### src/mfsgd_pkg.sv
// Shared types, constants and helpers for the matrix factorization SGD trainer.
// Used by mfsgd_arith, mfsgd_ctrl, the top level and the testbench; no dependencies of its own.
package mfsgd_pkg;

   // sizes of the tables and the number format
   localparam int USER_COUNT    = 1024;
   localparam int ITEM_COUNT    = 1024;
   localparam int FACTOR_COUNT  = 2;
   localparam int FRACTION_BITS = 24;

   // address and counter widths
   localparam int UF_DEPTH = USER_COUNT * FACTOR_COUNT;
   localparam int IF_DEPTH = ITEM_COUNT * FACTOR_COUNT;
   localparam int UF_AW    = (UF_DEPTH > 1) ? $clog2(UF_DEPTH) : 1;
   localparam int IF_AW    = (IF_DEPTH > 1) ? $clog2(IF_DEPTH) : 1;
   localparam int UB_AW    = (USER_COUNT > 1) ? $clog2(USER_COUNT) : 1;
   localparam int IB_AW    = (ITEM_COUNT > 1) ? $clog2(ITEM_COUNT) : 1;
   localparam int K_W      = (FACTOR_COUNT > 1) ? $clog2(FACTOR_COUNT) : 1;
   localparam int CLR_DEPTH = (USER_COUNT > ITEM_COUNT) ? USER_COUNT : ITEM_COUNT;
   localparam int CLR_W    = (CLR_DEPTH > 1) ? $clog2(CLR_DEPTH) : 1;

   // datapath widths
   localparam int PROD_W = 66;
   localparam int RND_W  = PROD_W - FRACTION_BITS;
   localparam logic signed [PROD_W-1:0] RND_HALF = PROD_W'(1) << (FRACTION_BITS - 1);

   // configuration reset values
   localparam logic [24:0] LR_RESET   = 25'd1678;
   localparam logic [24:0] REG_RESET  = 25'd1678;

   typedef enum logic [1:0] {
      FN_TRAIN     = 2'd0,
      FN_PREDICT   = 2'd1,
      FN_LOAD_USER = 2'd2,
      FN_LOAD_ITEM = 2'd3
   } func_type;

   typedef enum logic [1:0] {
      CSR_LEARNING_RATE  = 2'd0,
      CSR_REGULARIZATION = 2'd1,
      CSR_GLOBAL_MEAN    = 2'd2
   } csr_index_type;

   typedef enum logic [3:0] {
      ST_CLEAR,
      ST_IDLE,
      ST_DOT_RD,
      ST_DOT_MUL,
      ST_DOT_ACC,
      ST_PRED,
      ST_UPD_MB,
      ST_UPD_T,
      ST_UPD_MA,
      ST_UPD_W,
      ST_FAC_RD,
      ST_FAC_CAP,
      ST_FAC_MX,
      ST_FAC_X
   } state_type;

   // which table entry the running update writes
   typedef enum logic [1:0] {
      TGT_UBIAS,
      TGT_IBIAS,
      TGT_UFAC,
      TGT_IFAC
   } tgt_type;

   typedef struct packed {
      func_type           func;
      logic [9:0]         user_index;
      logic [9:0]         item_index;
      logic [3:0]         rating_value;
      logic [5:0]         factor_slot;
      logic signed [31:0] load_value;
   } req_type;

   typedef struct packed {
      logic signed [31:0] predicted_rating;
      logic signed [31:0] rating_error;
   } rsp_type;

   // sequencer to datapath
   typedef struct packed {
      state_type  st;
      tgt_type    tgt;
      logic       first;
      logic [3:0] rating;
   } arith_ctl_type;

   // sequencer to the four memories
   typedef struct packed {
      logic               uf_we;
      logic [UF_AW-1:0]   uf_waddr;
      logic [UF_AW-1:0]   uf_raddr;
      logic               if_we;
      logic [IF_AW-1:0]   if_waddr;
      logic [IF_AW-1:0]   if_raddr;
      logic signed [31:0] fac_wdata;
      logic               ub_we;
      logic [UB_AW-1:0]   ub_waddr;
      logic [UB_AW-1:0]   ub_raddr;
      logic               ib_we;
      logic [IB_AW-1:0]   ib_waddr;
      logic [IB_AW-1:0]   ib_raddr;
      logic signed [31:0] bias_wdata;
   } mem_ctl_type;

   // sequencer to response register
   typedef struct packed {
      logic rsp_load;
      logic zero_err;
   } rsp_ctl_type;

   // clamp to the signed 32-bit range
   function automatic logic signed [31:0] sat32(input logic signed [63:0] x);
      logic signed [31:0] r;
      if (x > 64'sd2147483647) begin
         r = 32'sh7fffffff;
      end else if (x < -64'sd2147483648) begin
         r = 32'sh80000000;
      end else begin
         r = x[31:0];
      end
      return r;
   endfunction

endpackage

### src/mfsgd_ctrl.sv
// Sequencer: bias clearing pass, item capture, the per-factor read-modify-write
// walk and the memory port control. Uses mfsgd_pkg.
module mfsgd_ctrl import mfsgd_pkg::*; (
   input  logic               clock,
   input  logic               reset,
   input  logic               req_valid,
   input  req_type            req_data,
   input  logic               rsp_free,
   input  logic signed [31:0] new_value,
   output logic               req_ready,
   output arith_ctl_type      actl,
   output mem_ctl_type        mctl,
   output rsp_ctl_type        rctl
);

   state_type        st_ff, st_in;
   tgt_type          tgt_ff, tgt_in;
   logic [K_W-1:0]   k_ff, k_in;
   logic [CLR_W-1:0] clr_ff, clr_in;
   req_type          item_ff, item_in;

   logic row_ok, slot_ok, accept, k_last, clr_last;

   assign row_ok  = (32'(req_data.user_index) < 32'(USER_COUNT)) &&
                    (32'(req_data.item_index) < 32'(ITEM_COUNT));
   assign slot_ok = 32'(req_data.factor_slot) < 32'(FACTOR_COUNT);
   assign accept  = req_valid && req_ready;
   assign k_last  = (k_ff == K_W'(FACTOR_COUNT - 1));
   assign clr_last = (clr_ff == CLR_W'(CLR_DEPTH - 1));

   // next state
   always_comb begin
      st_in   = st_ff;
      tgt_in  = tgt_ff;
      k_in    = k_ff;
      clr_in  = clr_ff;
      item_in = item_ff;
      unique case (st_ff)
         ST_CLEAR: begin
            clr_in = clr_ff + CLR_W'(1);
            if (clr_last) begin
               st_in = ST_IDLE;
            end
         end
         ST_IDLE: begin
            if (accept) begin
               item_in = req_data;
               k_in    = '0;
               if (row_ok && (req_data.func == FN_TRAIN || req_data.func == FN_PREDICT)) begin
                  st_in = ST_DOT_RD;
               end
            end
         end
         ST_DOT_RD:  st_in = ST_DOT_MUL;
         ST_DOT_MUL: st_in = ST_DOT_ACC;
         ST_DOT_ACC: begin
            if (k_last) begin
               st_in = ST_PRED;
            end else begin
               k_in  = k_ff + K_W'(1);
               st_in = ST_DOT_RD;
            end
         end
         ST_PRED: begin
            if (rsp_free) begin
               tgt_in = TGT_UBIAS;
               st_in  = (item_ff.func == FN_PREDICT) ? ST_IDLE : ST_UPD_MB;
            end
         end
         ST_UPD_MB: st_in = ST_UPD_T;
         ST_UPD_T:  st_in = ST_UPD_MA;
         ST_UPD_MA: st_in = ST_UPD_W;
         ST_UPD_W: begin
            unique case (tgt_ff)
               TGT_UBIAS: begin
                  tgt_in = TGT_IBIAS;
                  st_in  = ST_UPD_MB;
               end
               TGT_IBIAS: begin
                  tgt_in = TGT_UFAC;
                  k_in   = '0;
                  st_in  = ST_FAC_RD;
               end
               TGT_UFAC: begin
                  tgt_in = TGT_IFAC;
                  st_in  = ST_FAC_MX;
               end
               TGT_IFAC: begin
                  tgt_in = TGT_UFAC;
                  if (k_last) begin
                     st_in = ST_IDLE;
                  end else begin
                     k_in  = k_ff + K_W'(1);
                     st_in = ST_FAC_RD;
                  end
               end
               default: ;
            endcase
         end
         ST_FAC_RD:  st_in = ST_FAC_CAP;
         ST_FAC_CAP: st_in = ST_FAC_MX;
         ST_FAC_MX:  st_in = ST_FAC_X;
         ST_FAC_X:   st_in = ST_UPD_MB;
         default:    st_in = ST_IDLE;
      endcase
   end

   always_ff @(posedge clock) begin
      if (reset) begin
         st_ff  <= ST_CLEAR;
         tgt_ff <= TGT_UBIAS;
         k_ff   <= '0;
         clr_ff <= '0;
      end else begin
         st_ff  <= st_in;
         tgt_ff <= tgt_in;
         k_ff   <= k_in;
         clr_ff <= clr_in;
      end
      item_ff <= item_in;
   end

   // outputs
   always_comb begin
      req_ready = (st_ff == ST_IDLE);

      actl.st     = st_ff;
      actl.tgt    = tgt_ff;
      actl.first  = (k_ff == '0);
      actl.rating = item_ff.rating_value;

      rctl.rsp_load = (st_ff == ST_PRED) && rsp_free;
      rctl.zero_err = (item_ff.func == FN_PREDICT);

      mctl.uf_raddr = UF_AW'(32'(item_ff.user_index) * 32'(FACTOR_COUNT) + 32'(k_ff));
      mctl.if_raddr = IF_AW'(32'(item_ff.item_index) * 32'(FACTOR_COUNT) + 32'(k_ff));
      mctl.ub_raddr = UB_AW'(item_ff.user_index);
      mctl.ib_raddr = IB_AW'(item_ff.item_index);

      // factor writes: loads in idle, updates otherwise
      mctl.uf_we     = 1'b0;
      mctl.if_we     = 1'b0;
      mctl.uf_waddr  = mctl.uf_raddr;
      mctl.if_waddr  = mctl.if_raddr;
      mctl.fac_wdata = new_value;
      if (st_ff == ST_IDLE) begin
         mctl.uf_waddr  = UF_AW'(32'(req_data.user_index) * 32'(FACTOR_COUNT) +
                                 32'(req_data.factor_slot));
         mctl.if_waddr  = IF_AW'(32'(req_data.item_index) * 32'(FACTOR_COUNT) +
                                 32'(req_data.factor_slot));
         mctl.fac_wdata = req_data.load_value;
         mctl.uf_we     = accept && row_ok && slot_ok && (req_data.func == FN_LOAD_USER);
         mctl.if_we     = accept && row_ok && slot_ok && (req_data.func == FN_LOAD_ITEM);
      end else if (st_ff == ST_UPD_W) begin
         mctl.uf_we = (tgt_ff == TGT_UFAC);
         mctl.if_we = (tgt_ff == TGT_IFAC);
      end

      // bias writes: clearing pass, then updates
      mctl.ub_waddr   = mctl.ub_raddr;
      mctl.ib_waddr   = mctl.ib_raddr;
      mctl.bias_wdata = new_value;
      mctl.ub_we      = (st_ff == ST_UPD_W) && (tgt_ff == TGT_UBIAS);
      mctl.ib_we      = (st_ff == ST_UPD_W) && (tgt_ff == TGT_IBIAS);
      if (st_ff == ST_CLEAR) begin
         mctl.ub_waddr   = UB_AW'(clr_ff);
         mctl.ib_waddr   = IB_AW'(clr_ff);
         mctl.bias_wdata = '0;
         mctl.ub_we      = 32'(clr_ff) < 32'(USER_COUNT);
         mctl.ib_we      = 32'(clr_ff) < 32'(ITEM_COUNT);
      end
   end

endmodule

### config.mk
export PLATFORM = sky130hd
export DESIGN_NAME = mfsgd_ctrl
export DESIGN_NICKNAME = d
export VERILOG_FILES = /design/src/mfsgd_pkg.sv /design/src/mfsgd_ctrl.sv
export SDC_FILE = /design/constraint.sdc
export NUM_CORES = 1
export LEC_CHECK = 0
export BUFFER_PORTS_ARGS = -buffer_cell sky130_fd_sc_hd__buf_2
export CORE_MARGIN = 2
export CORE_UTILIZATION = 35
export CTS_BUF_LIST = sky130_fd_sc_hd__clkbuf_4 sky130_fd_sc_hd__clkbuf_8 sky130_fd_sc_hd__clkbuf_16
export DETAILED_ROUTE_END_ITERATION = 10
export GPL_TIMING_DRIVEN = 0
export HOLD_SLACK_MARGIN = 0.05
export PLACE_DENSITY_LB_ADDON = 0.08
export SLEW_MARGIN = 10
export SYNTH_ARGS = -nofsm -noshare
export SYNTH_HDL_FRONTEND = slang
export SYNTH_SLANG_ARGS = --single-unit
### constraint.sdc
create_clock -name clock -period 5.2 [get_ports clock]
set_input_delay 1.56 -clock clock [delete_from_list [all_inputs] [get_ports clock]]
set_output_delay 1.56 -clock clock [all_outputs]
set_load 0.005 [all_outputs]
Yosys cells after proc, flatten, opt, wreduce, memory -nomap -nowiden
Cells that the tools add are included.
{ "totals": {"elab_cells": 86, "register_bits": 43, "out_inout_bits": 166, "in_bits": 100} }
{ "classes": {"muxes": 26, "magnitude_cmp": 1, "n_bitwise": 1, "eq_ne": 26, "n_reduce_logical": 18, "addsub": 6} }
{ "op_table": {"columns": ["cell", "count"], "rows": [
  ["$mux W32", 2],
  ["$pmux W4 S14", 1],
  ["$mux W11", 4],
  ["$eq A4 B4 Y1 const B", 6],
  ["$add A11 B1 Y11", 2],
  ["$add A11 B6 Y11", 2],
  ["$mux W4", 5],
  ["$eq A4 B3 Y1 const B", 4],
  ["$pmux W4 S4", 1],
  ["$add A10 B1 Y10 const B", 1],
  ["$eq A10 B10 Y1 const B", 1],
  ["$eq A2 B2 Y1 const B", 4],
  ["$eq A4 B2 Y1 const B", 2],
  ["$logic_and A1 B1 Y1", 7],
  ["$eq A2 B1 Y1 const B", 3],
  ["$lt A6 B2 Y1 const B", 1],
  ["$mux W1", 6],
  ["$mux W3", 2],
  ["$pmux W2 S3", 1],
  ["$eq A4 B1 Y1 const B", 1],
  ["$logic_not A2 Y1", 2],
  ["$logic_not A4 Y1", 1],
  ["$ne A2 B1 Y1 const B", 2],
  ["$ne A2 B2 Y1 const B", 2],
  ["other kinds (14)", 15]
]} }

Longest topological paths before layout
{ "depth": {"ltp_word": 5, "depth_mapped": 7, "depth_no_buf": 7} }

Worst setup path after synthesis
OpenSTA, ideal clock, no wires.
{ "synth_timing": {"kind": "input -> output", "start": "input port req_data[33] in the netlist's numbering", "end": "output port mctl[149] in the netlist's numbering", "required_time_ps": 3640, "n_path_buf": 0, "slack_ps": 681, "path_stages": 7, "t_arrival_ps": 2959, "cell_sequence": "ha_1 fa_1 a21oi_1 o21ai_0 o2111ai_1 xor2_1 o21ai_0"} }
{ "synth_rtl": {"columns": ["element", "line", "text"], "rows": [
  ["start, declared", "mfsgd_ctrl.sv:7", "input req_type req_data,"],
  ["end, declared", "mfsgd_ctrl.sv:12", "output mem_ctl_type mctl,"]
]} }

==> results_dict.tcl <==
set metrics [dict create \
    cts_root_buf "clkbuf_8" \
    die_x_um 107 \
    worstPathMaxFanout 3 \
    wire_per_inst_um 14.8 \
    setup_violations 0 \
    rsz0062_at_grt "false" \
    ys.flop_type "edfxtp_1" \
    die_y_um 107 \
    grt_overflow 0 \
    required_ns 3.64 \
    synth_nets 624 \
    maxCapViolations 0 \
    relSlewSlack 0.544 \
    tightest_slew_ns 0.685 \
    min_delay_path_depth 2 \
    critical_path_class "input port to output pin" \
    hp-class "flop to flop" \
    crit_chain "buf_2 > ha_1 > fa_1 > a21oi_1 > o21ai_0 > o21ai_0 > xor2_1 > o21ai_0 > buf_2" \
    cpPeakStageDelay_ns 0.41 \
    synth_top_area_cell "edfxtp_1" \
    leakage_nw 2.82 \
    cts-htree-levels 2 \
    ir_drop_mv 0.0870 \
    synth_seq_area_share 0.304 \
    drt_pass1_iterations 4 \
    synth_warnings 0 \
    ant_nets 0 \
    internal-power_mw 0.522 \
    antenna_found_initial 0 \
    arrival_ns 3.42 \
    path_clk_slew_ns 0.08 \
    pwr-share-seq 0.509 \
    antennaDiodeCount 0 \
    crit_path_end_kind "output pin" \
    skew_ns 0.00519 \
    first_iter_violations 233 \
    max_freq_mhz 201 \
    synth_cells 511 \
    drc 0 \
    synth_edf_count 26 \
    via_count 4386 \
    slowest_stage "fa_1" \
    fin_nets 896 \
    initial_core_util 0.359 \
    core_um2 10300 \
    powerDensity_nw_per_um2 136 \
    cts-resized-gates 0 \
    place_congestion 0.891 \
    comb_power_share 0.193 \
    post-place-cells 912 \
    fill_cells 1075 \
    grt_pass1_wl_mm 20.6 \
    period_minus_slack_ns 4.98 \
    syn-cell-area_um2 3680 \
    postRouteWirelength_mm 13.6 \
    final_cells 919 \
    post-route-period-util 0.958 \
    die_area_um2 11400 \
    cpMostUsedCell "o21ai_0" \
    synth_top_area_share 0.212 \
    cts_buffer_depth 2 \
    async_flop_share 0 \
    start_kind "input port" \
    postCtsHoldBufs 0 \
    hold_viol 0 \
    synth_area_leaders "edfxtp_1 21%, nand2_1 19%, buf_4 9.6%, dfxtp_1 9.2%, nor2b_1 6.1%" \
    p_clk_frac 0.298 \
    io_pins 266 \
    grt_pass1_vias 4174 \
    stdcell_area_um2 5260 \
    synth.distinct_cells 49 \
    cts_tree "done" \
    slew_viol_final 0 \
    ys_ff_latch 43 \
    routed_via_density 4.77 \
    fin_tns_setup_ns 0 \
    cts_sinks 43 \
    r2r_cells 3 \
    clk_latency_ns 0.31 \
    grt_max_degree 28 \
    switching_share 0.273 \
    dp_hpwl_mm 11.1 \
    dpl_cell_area_um2 5180 \
    holdWs_ns 0.524 \
    grt_usage 0.227 \
    drive_gt1_frac 0.432 \
    switchingPower_mw 0.196 \
    status "finished clean" \
    cts_buffers 5 \
    port_buffers 265 \
    avgSynthCellArea_um2 7.21 \
    postCtsSetupBuffers 0 \
    rows 37 \
    synthToLayoutAreaGrowth_pct 42.8 \
]
[final timing paths]
check | from | to | slack [ns]
max | req_data[33] | mctl[147] | 0.22
min | clr_ff[9]$_SDFFE_PP0N_ | clr_ff[9]$_SDFFE_PP0N_ | 0.52
max reg2reg | st_ff[1]$_SDFFE_PP0P_ | mctl[41]$_DFFE_PP_ | 3.44
min reg2reg | clr_ff[9]$_SDFFE_PP0N_ | clr_ff[9]$_SDFFE_PP0N_ | 0.52
[cell type report]
type                    instances  area, um2  share of cell area
flip-flops and latches         43       1120               0.213
inverters                       9       33.8             0.00642
well taps                     136        170              0.0324
plain buffers                  72        469              0.0892
clock inverters                 2       8.76             0.00167
clock buffers                   5       68.8              0.0131
repair buffers                265       1330               0.252
multi-input cells             387       2060               0.392
[logic make-up after synthesis]
| logic type | count (synthesis) | share of synthesized area |
|---|---|---|
| fa+ha+maj | 13 | 0.0482 |
| flops | 43 | 0.304 |
| buf+inv | 81 | 0.137 |
| compound gates | 76 | 0.128 |
| simple gates | 282 | 0.345 |
| xor+xnor | 16 | 0.0380 |
[layer usage]
layer	GRT usage	part of all wire	up-vias	wire length, um
li1	-	-	2201	-
met1	0.282	0.42	2011	5650
met2	0.400	0.50	155	6730
met3	0.0529	0.072	19	980
met4	0.0492	0.015	0	197
met5	0	0	-	0
[layout by cell type (no fill, tap or decap), types with 3 or more instances in the layout]
cell type,Yosys,routed
xor2_1,12,12
buf_2,6,271
o31ai_1,7,7
dfxtp_1,17,17
nand2_1,189,189
inv_1,8,8
nor2b_1,36,36
o21ai_0,27,27
ha_1,11,11
a21oi_1,18,18
clkbuf_1,17,17
edfxtp_1,26,26
buf_4,47,47
nand4_1,6,6
clkbuf_8,0,5
a211oi_1,4,4
o21bai_1,3,3
nor2_1,18,18
nor3_1,5,5
or3_1,8,8
xnor2_1,4,4
[per-stage QoR]
| step | util | setup WS (ns) | power, mW |
|---|---|---|---|
| after floorplan | - | 0.681 | 0.435 |
| after global placement | 0.504 | 0.200 | 0.508 |
| after detailed placement | 0.504 | 0.233 | 0.511 |
| after CTS | 0.512 | 0.218 | 0.720 |
| after global routing | 0.512 | 0.0446 | 0.748 |
| final | 0.512 | 0.220 | 0.718 |
[registers in the layout, summed over array words and instances, names as in the netlist]
register,flops
item_ff,2
tgt_ff,2
st_ff,4
actl,4
k_ff,1
clr_ff,10
mctl,20
[worst max-delay path: cells and delay by family]
| family | cells | cell delay, ns |
|---|---|---|
| xor+xnor | 1 | 0.10 |
| fa+ha+maj | 2 | 0.65 |
| buf+inv | 2 | 0.27 |
| compound gates | 4 | 0.85 |
[power groups by stage]
stage | logic [mW] | clock network (mW) | registers (mW)
2_1_floorplan | 0.0622 | 0 | 0.372
4_1_cts | 0.138 | 0.216 | 0.365
6_report | 0.139 | 0.214 | 0.365
5_1_grt | 0.156 | 0.226 | 0.366
3_5_place_dp | 0.138 | 0 | 0.373
3_3_place_gp | 0.134 | 0 | 0.373
[Yosys cell counts (all sizes together) (9+ instances only)]
master	number
xor2	12
inv	9
a21oi	18
ha	11
dfxtp	17
o21ai	27
nand2	191
edfxtp	26
buf	55
clkbuf	17
nor2b	37
nor2	19
(Power assumes the default switching activity.)
